File: src/rtl/core/stt_pkg.sv
// Types and constants of the sample trigger timebase.
package stt_pkg;

    localparam int unsigned TICKS_PER_SECOND_DEF = 1024;

    localparam int unsigned CFG_DATA_W = 32;
    localparam int unsigned CFG_ADDR_W = 1;
    localparam int unsigned S_TDATA_W  = 40;
    localparam int unsigned M_TDATA_W  = 40;

    localparam logic [CFG_ADDR_W-1:0] REG_SAMPLE_PERIOD = 1'b0;
    localparam logic [CFG_ADDR_W-1:0] REG_TRIGGER_LIMIT = 1'b1;

    typedef enum logic [1:0] {
        CMD_TICK      = 2'd0,
        CMD_ENABLE    = 2'd1,
        CMD_DISABLE   = 2'd2,
        CMD_LOAD_TIME = 2'd3
    } stt_cmd_t;

    typedef struct packed {
        stt_cmd_t    cmd;
        logic [31:0] time_value;
    } stt_item_t;

    typedef struct packed {
        logic        trigger_pulse;
        logic        timestamp_valid;
        logic [31:0] seconds_now;
        logic        trigger_on;
    } stt_result_t;

endpackage

File: src/rtl/core/stt_in_stage.sv
// Input register of the sample trigger timebase: holds one accepted item.
module stt_in_stage (
    input  logic                             aclk,
    input  logic                             aresetn,
    input  logic                             s_tvalid,
    output logic                             s_tready,
    input  logic [stt_pkg::S_TDATA_W-1:0]    s_tdata,
    input  logic                             advance,
    output logic                             item_valid,
    output stt_pkg::stt_item_t               item
);

    logic               valid_reg;
    logic               valid_next;
    stt_pkg::stt_item_t item_reg;

    // The register frees up when its item moves on in the same cycle.
    assign s_tready   = !valid_reg || advance;
    assign valid_next = s_tready ? s_tvalid : valid_reg;

    always_ff @(posedge aclk) begin
        if (!aresetn) begin
            valid_reg <= 1'b0;
        end else begin
            valid_reg <= valid_next;
        end
    end

    always_ff @(posedge aclk) begin
        if (s_tready && s_tvalid) begin
            item_reg.cmd        <= stt_pkg::stt_cmd_t'(s_tdata[1:0]);
            item_reg.time_value <= s_tdata[33:2];
        end
    end

    assign item_valid = valid_reg;
    assign item       = item_reg;

endmodule

File: src/rtl/core/stt_timebase.sv
// Counters, trigger state and configuration registers of the timebase.
module stt_timebase #(
    parameter int unsigned TICKS_PER_SECOND = stt_pkg::TICKS_PER_SECOND_DEF
) (
    input  logic                             aclk,
    input  logic                             aresetn,
    input  logic                             cfg_we,
    input  logic [stt_pkg::CFG_ADDR_W-1:0]   cfg_addr,
    input  logic [stt_pkg::CFG_DATA_W-1:0]   cfg_wdata,
    input  logic                             step,
    input  stt_pkg::stt_item_t               item,
    output stt_pkg::stt_result_t             result
);

    localparam int unsigned SUB_W = $clog2(TICKS_PER_SECOND);
    localparam logic [SUB_W-1:0] SUB_LAST = SUB_W'(TICKS_PER_SECOND - 1);

    logic [15:0]      sample_period_reg;
    logic [31:0]      trigger_limit_reg;
    logic [31:0]      seconds_reg;
    logic [31:0]      seconds_next;
    logic [SUB_W-1:0] subsec_reg;
    logic [SUB_W-1:0] subsec_next;
    logic [15:0]      sample_reg;
    logic [15:0]      sample_next;
    logic [31:0]      pulses_reg;
    logic [31:0]      pulses_next;
    logic             active_reg;
    logic             active_next;

    logic [15:0]      sample_inc;
    logic [31:0]      pulses_inc;
    logic             pulse;
    logic             stamp;

    always_comb begin
        seconds_next = seconds_reg;
        subsec_next  = subsec_reg;
        sample_next  = sample_reg;
        pulses_next  = pulses_reg;
        active_next  = active_reg;
        pulse        = 1'b0;
        stamp        = 1'b0;
        sample_inc   = sample_reg + 16'd1;
        pulses_inc   = pulses_reg + 32'd1;
        case (item.cmd)
            stt_pkg::CMD_TICK: begin
                if (active_reg) begin
                    if (sample_inc == sample_period_reg) begin
                        pulse       = 1'b1;
                        pulses_next = pulses_inc;
                        sample_next = 16'd0;
                        if (pulses_inc == trigger_limit_reg) begin
                            active_next = 1'b0;
                        end
                    end else begin
                        sample_next = sample_inc;
                    end
                end
                if (subsec_reg == SUB_LAST) begin
                    subsec_next  = '0;
                    seconds_next = seconds_reg + 32'd1;
                    // A limit reached on this same tick suppresses the timestamp.
                    stamp        = active_next;
                end else begin
                    subsec_next  = subsec_reg + SUB_W'(1);
                end
            end
            stt_pkg::CMD_ENABLE: begin
                active_next = 1'b1;
                pulses_next = 32'd0;
                sample_next = 16'd0;
            end
            stt_pkg::CMD_DISABLE: begin
                active_next = 1'b0;
            end
            stt_pkg::CMD_LOAD_TIME: begin
                seconds_next = item.time_value;
                subsec_next  = '0;
                sample_next  = 16'd0;
            end
            default: begin
                active_next = active_reg;
            end
        endcase
    end

    always_ff @(posedge aclk) begin
        if (!aresetn) begin
            sample_period_reg <= 16'd0;
            trigger_limit_reg <= 32'd0;
        end else if (cfg_we) begin
            case (cfg_addr)
                stt_pkg::REG_SAMPLE_PERIOD: sample_period_reg <= cfg_wdata[15:0];
                stt_pkg::REG_TRIGGER_LIMIT: trigger_limit_reg <= cfg_wdata[31:0];
                default: sample_period_reg <= sample_period_reg;
            endcase
        end
    end

    always_ff @(posedge aclk) begin
        if (!aresetn) begin
            seconds_reg <= 32'd0;
            subsec_reg  <= '0;
            sample_reg  <= 16'd0;
            pulses_reg  <= 32'd0;
            active_reg  <= 1'b0;
        end else if (step) begin
            seconds_reg <= seconds_next;
            subsec_reg  <= subsec_next;
            sample_reg  <= sample_next;
            pulses_reg  <= pulses_next;
            active_reg  <= active_next;
        end
    end

    assign result.trigger_pulse   = pulse;
    assign result.timestamp_valid = stamp;
    assign result.seconds_now     = seconds_next;
    assign result.trigger_on      = active_next;

endmodule

File: src/rtl/core/stt_out_stage.sv
// Result register of the sample trigger timebase.
module stt_out_stage (
    input  logic                             aclk,
    input  logic                             aresetn,
    input  logic                             item_valid,
    input  stt_pkg::stt_result_t             result,
    output logic                             advance,
    output logic                             m_tvalid,
    input  logic                             m_tready,
    output logic [stt_pkg::M_TDATA_W-1:0]    m_tdata
);

    logic                 valid_reg;
    logic                 valid_next;
    stt_pkg::stt_result_t result_reg;
    logic                 room;

    assign room       = !valid_reg || m_tready;
    assign advance    = room && item_valid;
    assign valid_next = room ? item_valid : valid_reg;

    always_ff @(posedge aclk) begin
        if (!aresetn) begin
            valid_reg <= 1'b0;
        end else begin
            valid_reg <= valid_next;
        end
    end

    always_ff @(posedge aclk) begin
        if (advance) begin
            result_reg <= result;
        end
    end

    assign m_tvalid = valid_reg;
    assign m_tdata  = {5'd0, result_reg.trigger_on, result_reg.seconds_now,
                       result_reg.timestamp_valid, result_reg.trigger_pulse};

endmodule

File: src/rtl/core/sample_trigger_timebase.sv
// Top level of the sample trigger timebase.
//
//  channel   direction  contents
//  s_        in         one command item: tick, enable, disable or load time
//  m_        out        one result item for every command item
//  cfg_      in         register writes: sample period, trigger limit
//
// One item a cycle while m_tready allows; items pass the input and result registers.
// All counters advance as an item moves from the input register to the result register.
// Reset is synchronous and active low; it clears counters, registers and both stages.
// A stalled result holds the result register; one more item may wait in the input register.
module sample_trigger_timebase #(
    parameter int unsigned TICKS_PER_SECOND = stt_pkg::TICKS_PER_SECOND_DEF
) (
    input  logic                             aclk,
    input  logic                             aresetn,
    input  logic                             s_tvalid,
    output logic                             s_tready,
    // [1:0] cmd, [33:2] time_value, [39:34] zero
    input  logic [stt_pkg::S_TDATA_W-1:0]    s_tdata,
    output logic                             m_tvalid,
    input  logic                             m_tready,
    // [0] trigger_pulse, [1] timestamp_valid, [33:2] seconds_now, [34] trigger_on,
    // [39:35] zero
    output logic [stt_pkg::M_TDATA_W-1:0]    m_tdata,
    input  logic                             cfg_we,
    input  logic [stt_pkg::CFG_ADDR_W-1:0]   cfg_addr,
    input  logic [stt_pkg::CFG_DATA_W-1:0]   cfg_wdata
);

    logic                 advance;
    logic                 item_valid;
    stt_pkg::stt_item_t   item;
    stt_pkg::stt_result_t result;

    stt_in_stage u_in (
        .aclk       (aclk),
        .aresetn    (aresetn),
        .s_tvalid   (s_tvalid),
        .s_tready   (s_tready),
        .s_tdata    (s_tdata),
        .advance    (advance),
        .item_valid (item_valid),
        .item       (item)
    );

    stt_timebase #(
        .TICKS_PER_SECOND (TICKS_PER_SECOND)
    ) u_timebase (
        .aclk      (aclk),
        .aresetn   (aresetn),
        .cfg_we    (cfg_we),
        .cfg_addr  (cfg_addr),
        .cfg_wdata (cfg_wdata),
        .step      (advance),
        .item      (item),
        .result    (result)
    );

    stt_out_stage u_out (
        .aclk       (aclk),
        .aresetn    (aresetn),
        .item_valid (item_valid),
        .result     (result),
        .advance    (advance),
        .m_tvalid   (m_tvalid),
        .m_tready   (m_tready),
        .m_tdata    (m_tdata)
    );

endmodule

File: config.mk
export PLATFORM = sky130hd
export DESIGN_NAME = sample_trigger_timebase
export DESIGN_NICKNAME = d
export VERILOG_FILES = /design/src/rtl/core/stt_pkg.sv /design/src/rtl/core/stt_in_stage.sv /design/src/rtl/core/stt_timebase.sv /design/src/rtl/core/stt_out_stage.sv /design/src/rtl/core/sample_trigger_timebase.sv
export SDC_FILE = /design/constraint.sdc
export NUM_CORES = 1
export LEC_CHECK = 0
export BUFFER_PORTS_ARGS = -buffer_cell sky130_fd_sc_hd__buf_2
export CORE_MARGIN = 1
export CORE_UTILIZATION = 30
export DETAILED_ROUTE_END_ITERATION = 16
export PLACE_DENSITY = 0.55
export SLEW_MARGIN = 0
export SYNTH_ARGS = -nofsm -noshare
export SYNTH_HDL_FRONTEND = slang
export SYNTH_SLANG_ARGS = --single-unit
File: constraint.sdc
create_clock -name aclk -period 3.58 [get_ports aclk]
set_clock_uncertainty 0.1 [all_clocks]
set_input_delay 0.358 -clock aclk [delete_from_list [all_inputs] [get_ports aclk]]
set_output_delay 0.358 -clock aclk [all_outputs]
set_load 0.03 [all_outputs]
==> results.cfg, run 1 <==
[route]
routed_wl_um = 32800
drc_errors = 0
drtIter0Drc = 748
via_per_inst = 5.33
dr.pass1.iters = 5
antenna_left = 0
vias = 10149
wl_per_cell_um = 17.2

[floorplan]
die_area_um2 = 37600
die_y_um = 194
initial_core_util_pct = 30.8
io_pins = 120
core_area_um2 = 35900
dieWidth_um = 194
row_count = 69

[pwr]
power.total_w = 0.00566
power.leakage_nw = 4.77
powerDensity_nw_per_um2 = 417
vdd.ir_drop.worst_v = 0.000281

[yosys]
avgSynthCellArea_um2 = 8.68
synth_fa_ha_area_share_pct = 0.792
synthMuxAreaShare_pct = 1.19
synth_seq_cells = 210
synth_xor_area_share_pct = 6.86
yosysSeqAreaShare_pct = 44.3
synth-compound-area-share_pct = 19.5
ys.flop_type = dfxtp_1
synth_top_cell_area_share_pct = 25.5
synthDistinctLibCells = 76
synthSimpleGateAreaFrac_pct = 22.1
async_flop_share_pct = 0
synth_area_leaders = dfxtp_1, edfxtp_1, nand2_1
synth_top_family_by_area = simple AND/OR/NAND/NOR gates
synth_edf_count = 69
synth_most_common_cell = nand2_1
yosysWarnings = 0
synth.cell_area_um2 = 11100
synth_commonest_cells = nand2_1, dfxtp_1, a21oi_1
synth_top_area_cell = dfxtp_1
synthCells = 1274

[sta]
slew_violations = 0
rsz0062_at_grt = false
setup_violations = 0
hold_slack_ns = 0.0485
max_freq_ghz = 0.297
period_share_pct = 93.9
min_period_ns = 3.36
relSlewSlack_pct = 23.5
tightest_slew_ns = 1.14
finalSetupTns_ns = 0
hold_viol_final = 0

[run_status]
status = completed

[critical_path]
critPathKind = flip-flop to flip-flop
crit_path_start_kind = flip-flop
arrival_ns = 3.54
worstPathMaxFanout = 8
required_ns = 3.75
crit_path_end_kind = flip-flop

[clock_network]
numCtsBuffers = 25
cts_tree = done
postCtsSetupRepairBufs = 0
clkTransAtPathRegs_ns = 0.06
clkLatencyLatePin_ns = 0.54
clockRootBuffer = clkbuf_16
htree_levels = 1
cts_sinks = 210
clock_path_buffers = 3

[global_route]
grt_pass1_wl_um = 52100
grt_usage_pct = 17.1
grt_antenna_before_repair = 0
grt_max_degree = 59
gr-total-overflow = 0
grt_pass1_vias = 9469

[place]
dp.cells = 1792
place_hpwl_um = 22300
io_buffers = 108
gp_congestion = 0.887
dpl_cell_area_um2 = 12100

[finish]
final_cells = 1904
largest_reg_flops = 35
syn2layout_area_growth_pct = 22.6
nets = 1510
finalInstanceArea_um2 = 13600
antennaDiodeCount = 0
layout-drive-gt1-share_pct = 15.0

[hold_path]
min_path_type = primary input to flip-flop

[run]
maxCapViolCount = 0
==> worst max-delay path, stage by stage (launching register included) <==
cell and delay (ns):
dfxtp_1 0.48, nand4_1 0.24, or4_4 0.52, nor4_4 0.35, mux2_2 0.22, o211ai_1 0.08
or4_1 0.50, nor4_2 0.34, buf_4 0.19, o22ai_1 0.07
==> final timing paths <==
kind                                                       start                               end  slack, ns  cells past startpoint
worst max-delay path                   u_timebase.pulses_reg[12]                 u_out.m_tdata[34]       0.22                      9
worst min-delay path                                    m_tready                    u_out.m_tvalid       0.05                      4
worst max register to register         u_timebase.pulses_reg[12]                 u_out.m_tdata[34]       0.22                      9
worst min register to register  u_timebase.trigger_limit_reg[30]  u_timebase.trigger_limit_reg[30]       0.37                      2
==> per-layer routing <==
metal	track usage, %	wire length (µm)	vias to the layer above	share of wire [%]
met5	0	0	-	0
met4	4.23	693	0	2.1
met3	2.28	1640	46	5.0
met2	27.6	14900	282	46
met1	24.1	15500	4860	47
li1	-	-	4961	-
==> cell type report <==
cell class,count,area [µm²]
multi-input cells,929,5620
inverters,43,161
fillers,3691,22400
flip-flops and latches,210,4900
clock inverters,12,90.1
clock buffers,33,686
well taps,461,577
repair buffers,216,1530
==> cells by family (layout without fill, tap and decap cells) <==
logic type / after synthesis / in the layout
other cells: 1 / 5
flops: 210 / 210
simple gates: 479 / 479
buf+inv: 139 / 304
xor+xnor: 85 / 85
fa+ha+maj: 7 / 7
mux: 13 / 13
compound gates: 340 / 340
==> report_power, final <==
part / total (W) / internal (W) / switching, W
Combinational: 0.000589 / 0.000226 / 0.000364
Sequential: 0.00262 / 0.00256 / 0.0000625
Clock: 0.00244 / 0.00142 / 0.00103
Total: 0.00566 / 0.00420 / 0.00146
==> what timing repair did <==
| action | in CTS | in global routing |
|---|---|---|
| resized for setup | 0 | 6 |
| hold buffers | 67 | 0 |
| setup endpoints to repair | 0 | 4 |
| endpoints found under the hold margin | 80 | 0 |
==> stage by stage <==
| step | setup WS, ns | util, % |
|---|---|---|
| after floorplan | 0.548 | - |
| after global placement | 0.216 | 33.7 |
| after detailed placement | 0.157 | 33.7 |
| after CTS | 0.132 | 37.7 |
| after global routing | 0.0262 | 37.8 |
| final | 0.217 | 37.8 |
==> placed cells by master (no fill, tap or decap), drive strengths merged, types with 16 or more instances in the layout <==
| master | Yosys | routed |
|---|---|---|
| nand2 | 178 | 178 |
| buf | 28 | 149 |
| dfxtp | 141 | 141 |
| a21oi | 115 | 115 |
| o21ai | 74 | 74 |
| edfxtp | 69 | 69 |
| dlygate4sd3 | 0 | 67 |
| nand3 | 59 | 59 |
| nor2 | 57 | 57 |
| xnor2 | 55 | 55 |
| inv | 42 | 44 |
| clkbuf | 68 | 33 |
| xor2 | 29 | 29 |
| nand4 | 29 | 29 |
| nor3 | 27 | 27 |
| and3 | 22 | 22 |
| nor4 | 21 | 21 |
| o31ai | 18 | 18 |
| a31oi | 18 | 18 |
| nand2b | 18 | 18 |
| o311ai | 16 | 16 |
| o211ai | 16 | 16 |
| and4 | 16 | 16 |
Power figures use the tool's default switching activity.
==> run 2, diff against run 1 <==
Settings changed: PLACE_DENSITY 0.55 to 0.44.
==> results.cfg, run 2 (same netlist as run 1, synthesis figures left out) <==
[floorplan]
die_area_um2 = 37600
dieWidth_um = 194
die_y_um = 194
initial_core_util_pct = 30.8
row_count = 69
io_pins = 120
core_area_um2 = 35900

[finish]
final_cell_mix = nand2_1, dfxtp_1, a21oi_1, buf_2, o21ai_0
syn2layout_area_growth_pct = 24.6
largest_reg_flops = 35
nets = 1521
postLayoutCoreUtil_pct = 38.4
final_common_cell = nand2_1
antennaDiodeCount = 0
layout-drive-gt1-share_pct = 15.3

[global_route]
gr-total-overflow = 0
grt_pass1_wl_um = 55100
grt_max_degree = 42
grt_pass1_vias = 9664
grt_usage_pct = 18.2
grt_antenna_before_repair = 0

[pwr]
power.total_w = 0.00605
powerDensity_nw_per_um2 = 439
pwr-share-seq_pct = 43.4
p_int_w = 0.00453
vdd.ir_drop.worst_v = 0.000377
p_sw_w = 0.00151
combPwrFrac_pct = 9.9
switching_share_pct = 25.0
p_clk_share_pct = 46.8
power.leakage_nw = 4.88

[critical_path]
arrival_ns = 3.63
reg2reg_to = u_timebase.pulses_reg[11]
critPathLaunch = u_timebase.sample_reg[4]
critPathKind = flip-flop to flip-flop
r2r_slack_ns = 0.28
path_depth = 9
worstPathCellList = and3_1 -> nand4_1 -> a21boi_0 -> o2111ai_1 -> nor4_4 -> nand2_1 -> or4_1 -> buf_12 -> o41ai_1
required_ns = 3.91
slowest_stage = dfxtp_1
cp_num_buf_inv = 1
rr_startpoint = u_timebase.sample_reg[4]
slowest_delay_ns = 0.58
reg2reg_depth = 9
crit_path_end_kind = flip-flop
crit_path_start_kind = flip-flop
worstPathMaxFanout = 25
endpoint = u_timebase.pulses_reg[11]
critPathTopFamily = simple AND/OR/NAND/NOR gates

[route]
drc_errors = 0
dr.pass1.iters = 7
vias = 10072
wl_per_cell_um = 18.0
via_per_inst = 5.25
drtIter0Drc = 687
routed_wl_um = 34400
antenna_left = 0

[sta]
relSlewSlack_pct = 27.9
period_share_pct = 92.2
finalSetupTns_ns = 0
slew_violations = 0
max_freq_ghz = 0.303
rsz0062_at_grt = false
hold_viol_final = 0
setup_violations = 0
setup_ws_ns = 0.278
min_period_ns = 3.30
tightest_slew_ns = 1.08

[clock_network]
cts_sinks = 210
clock_path_buffers = 3
htree_levels = 1
postCtsSetupRepairBufs = 0
cts_tree = done
clkTransAtPathRegs_ns = 0.06
clockRootBuffer = clkbuf_16
numCtsBuffers = 26
clkLatencyLatePin_ns = 0.56

[run]
maxCapViolCount = 0

[hold_path]
min_path_type = primary input to flip-flop

[place]
io_buffers = 108
gp_congestion = 0.844
place_hpwl_um = 23300
dpl_worst_slack_ns = 0.179

[run_status]
status = completed
-- run 2: changes by cell type in the layout (fill, tap and decap cells not counted), moves of 2 or more --
cell,previous run,this run
clkbuf_16,25,27
clkinv_2,7,4
buf_4,40,49
bufinv_16,1,4
-- run 2: layout make-up --
cell class,instances,area [µm²]
clock inverter,13,176
timing repair buffer,226,1610
fill,3727,22100
tap,461,577
multi-input combinational,929,5620
sequential,210,4900
clock buffer,35,746
inverter,43,161
-- run 2: routing by layer --
metal / track usage, % / wire length [µm]
met5: 0 / 0
met4: 4.12 / 598
met3: 2.31 / 1340
met2: 29.2 / 15500
met1: 25.9 / 17000
-- run 2: metrics by stage --
stage	hold slack [ns]	instances	area [µm²]
after floorplan	0.345	1278	11100
after global placement	0.359	1801	12200
after detailed placement	0.362	1801	12200
after CTS	0.164	1917	13800
after global routing	0.198	1917	13800
final	0.200	1917	13800
-- run 2: what timing repair did --
item	in CTS	in global routing
endpoints found under the setup margin	0	12
hold buffers	68	0
endpoints found under the hold margin	83	0
gates resized for setup	0	3
-- run 2: power groups by stage --
stage / registers, W / logic, W / clock network, W
finish: 0.00262 / 0.000596 / 0.00283
global route: 0.00263 / 0.000654 / 0.00300
detailed placement: 0.00267 / 0.000541 / 0
CTS: 0.00262 / 0.000602 / 0.00292
global placement: 0.00267 / 0.000540 / 0
floorplan: 0.00270 / 0.000307 / 0
-- run 2: worst min path at each step --
stage | start | end | depth (start not counted) | slack, ns
after floorplan | u_timebase.trigger_limit_reg[22] | u_timebase.trigger_limit_reg[22] | 2 | 0.34
after global placement | u_timebase.trigger_limit_reg[21] | u_timebase.trigger_limit_reg[21] | 2 | 0.36
after detailed placement | u_timebase.trigger_limit_reg[30] | u_timebase.trigger_limit_reg[30] | 2 | 0.36
after CTS | aresetn | u_timebase.pulses_reg[10] | 2 | 0.16
after global routing | aresetn | u_timebase.pulses_reg[10] | 2 | 0.20
final | aresetn | u_timebase.pulses_reg[10] | 2 | 0.20
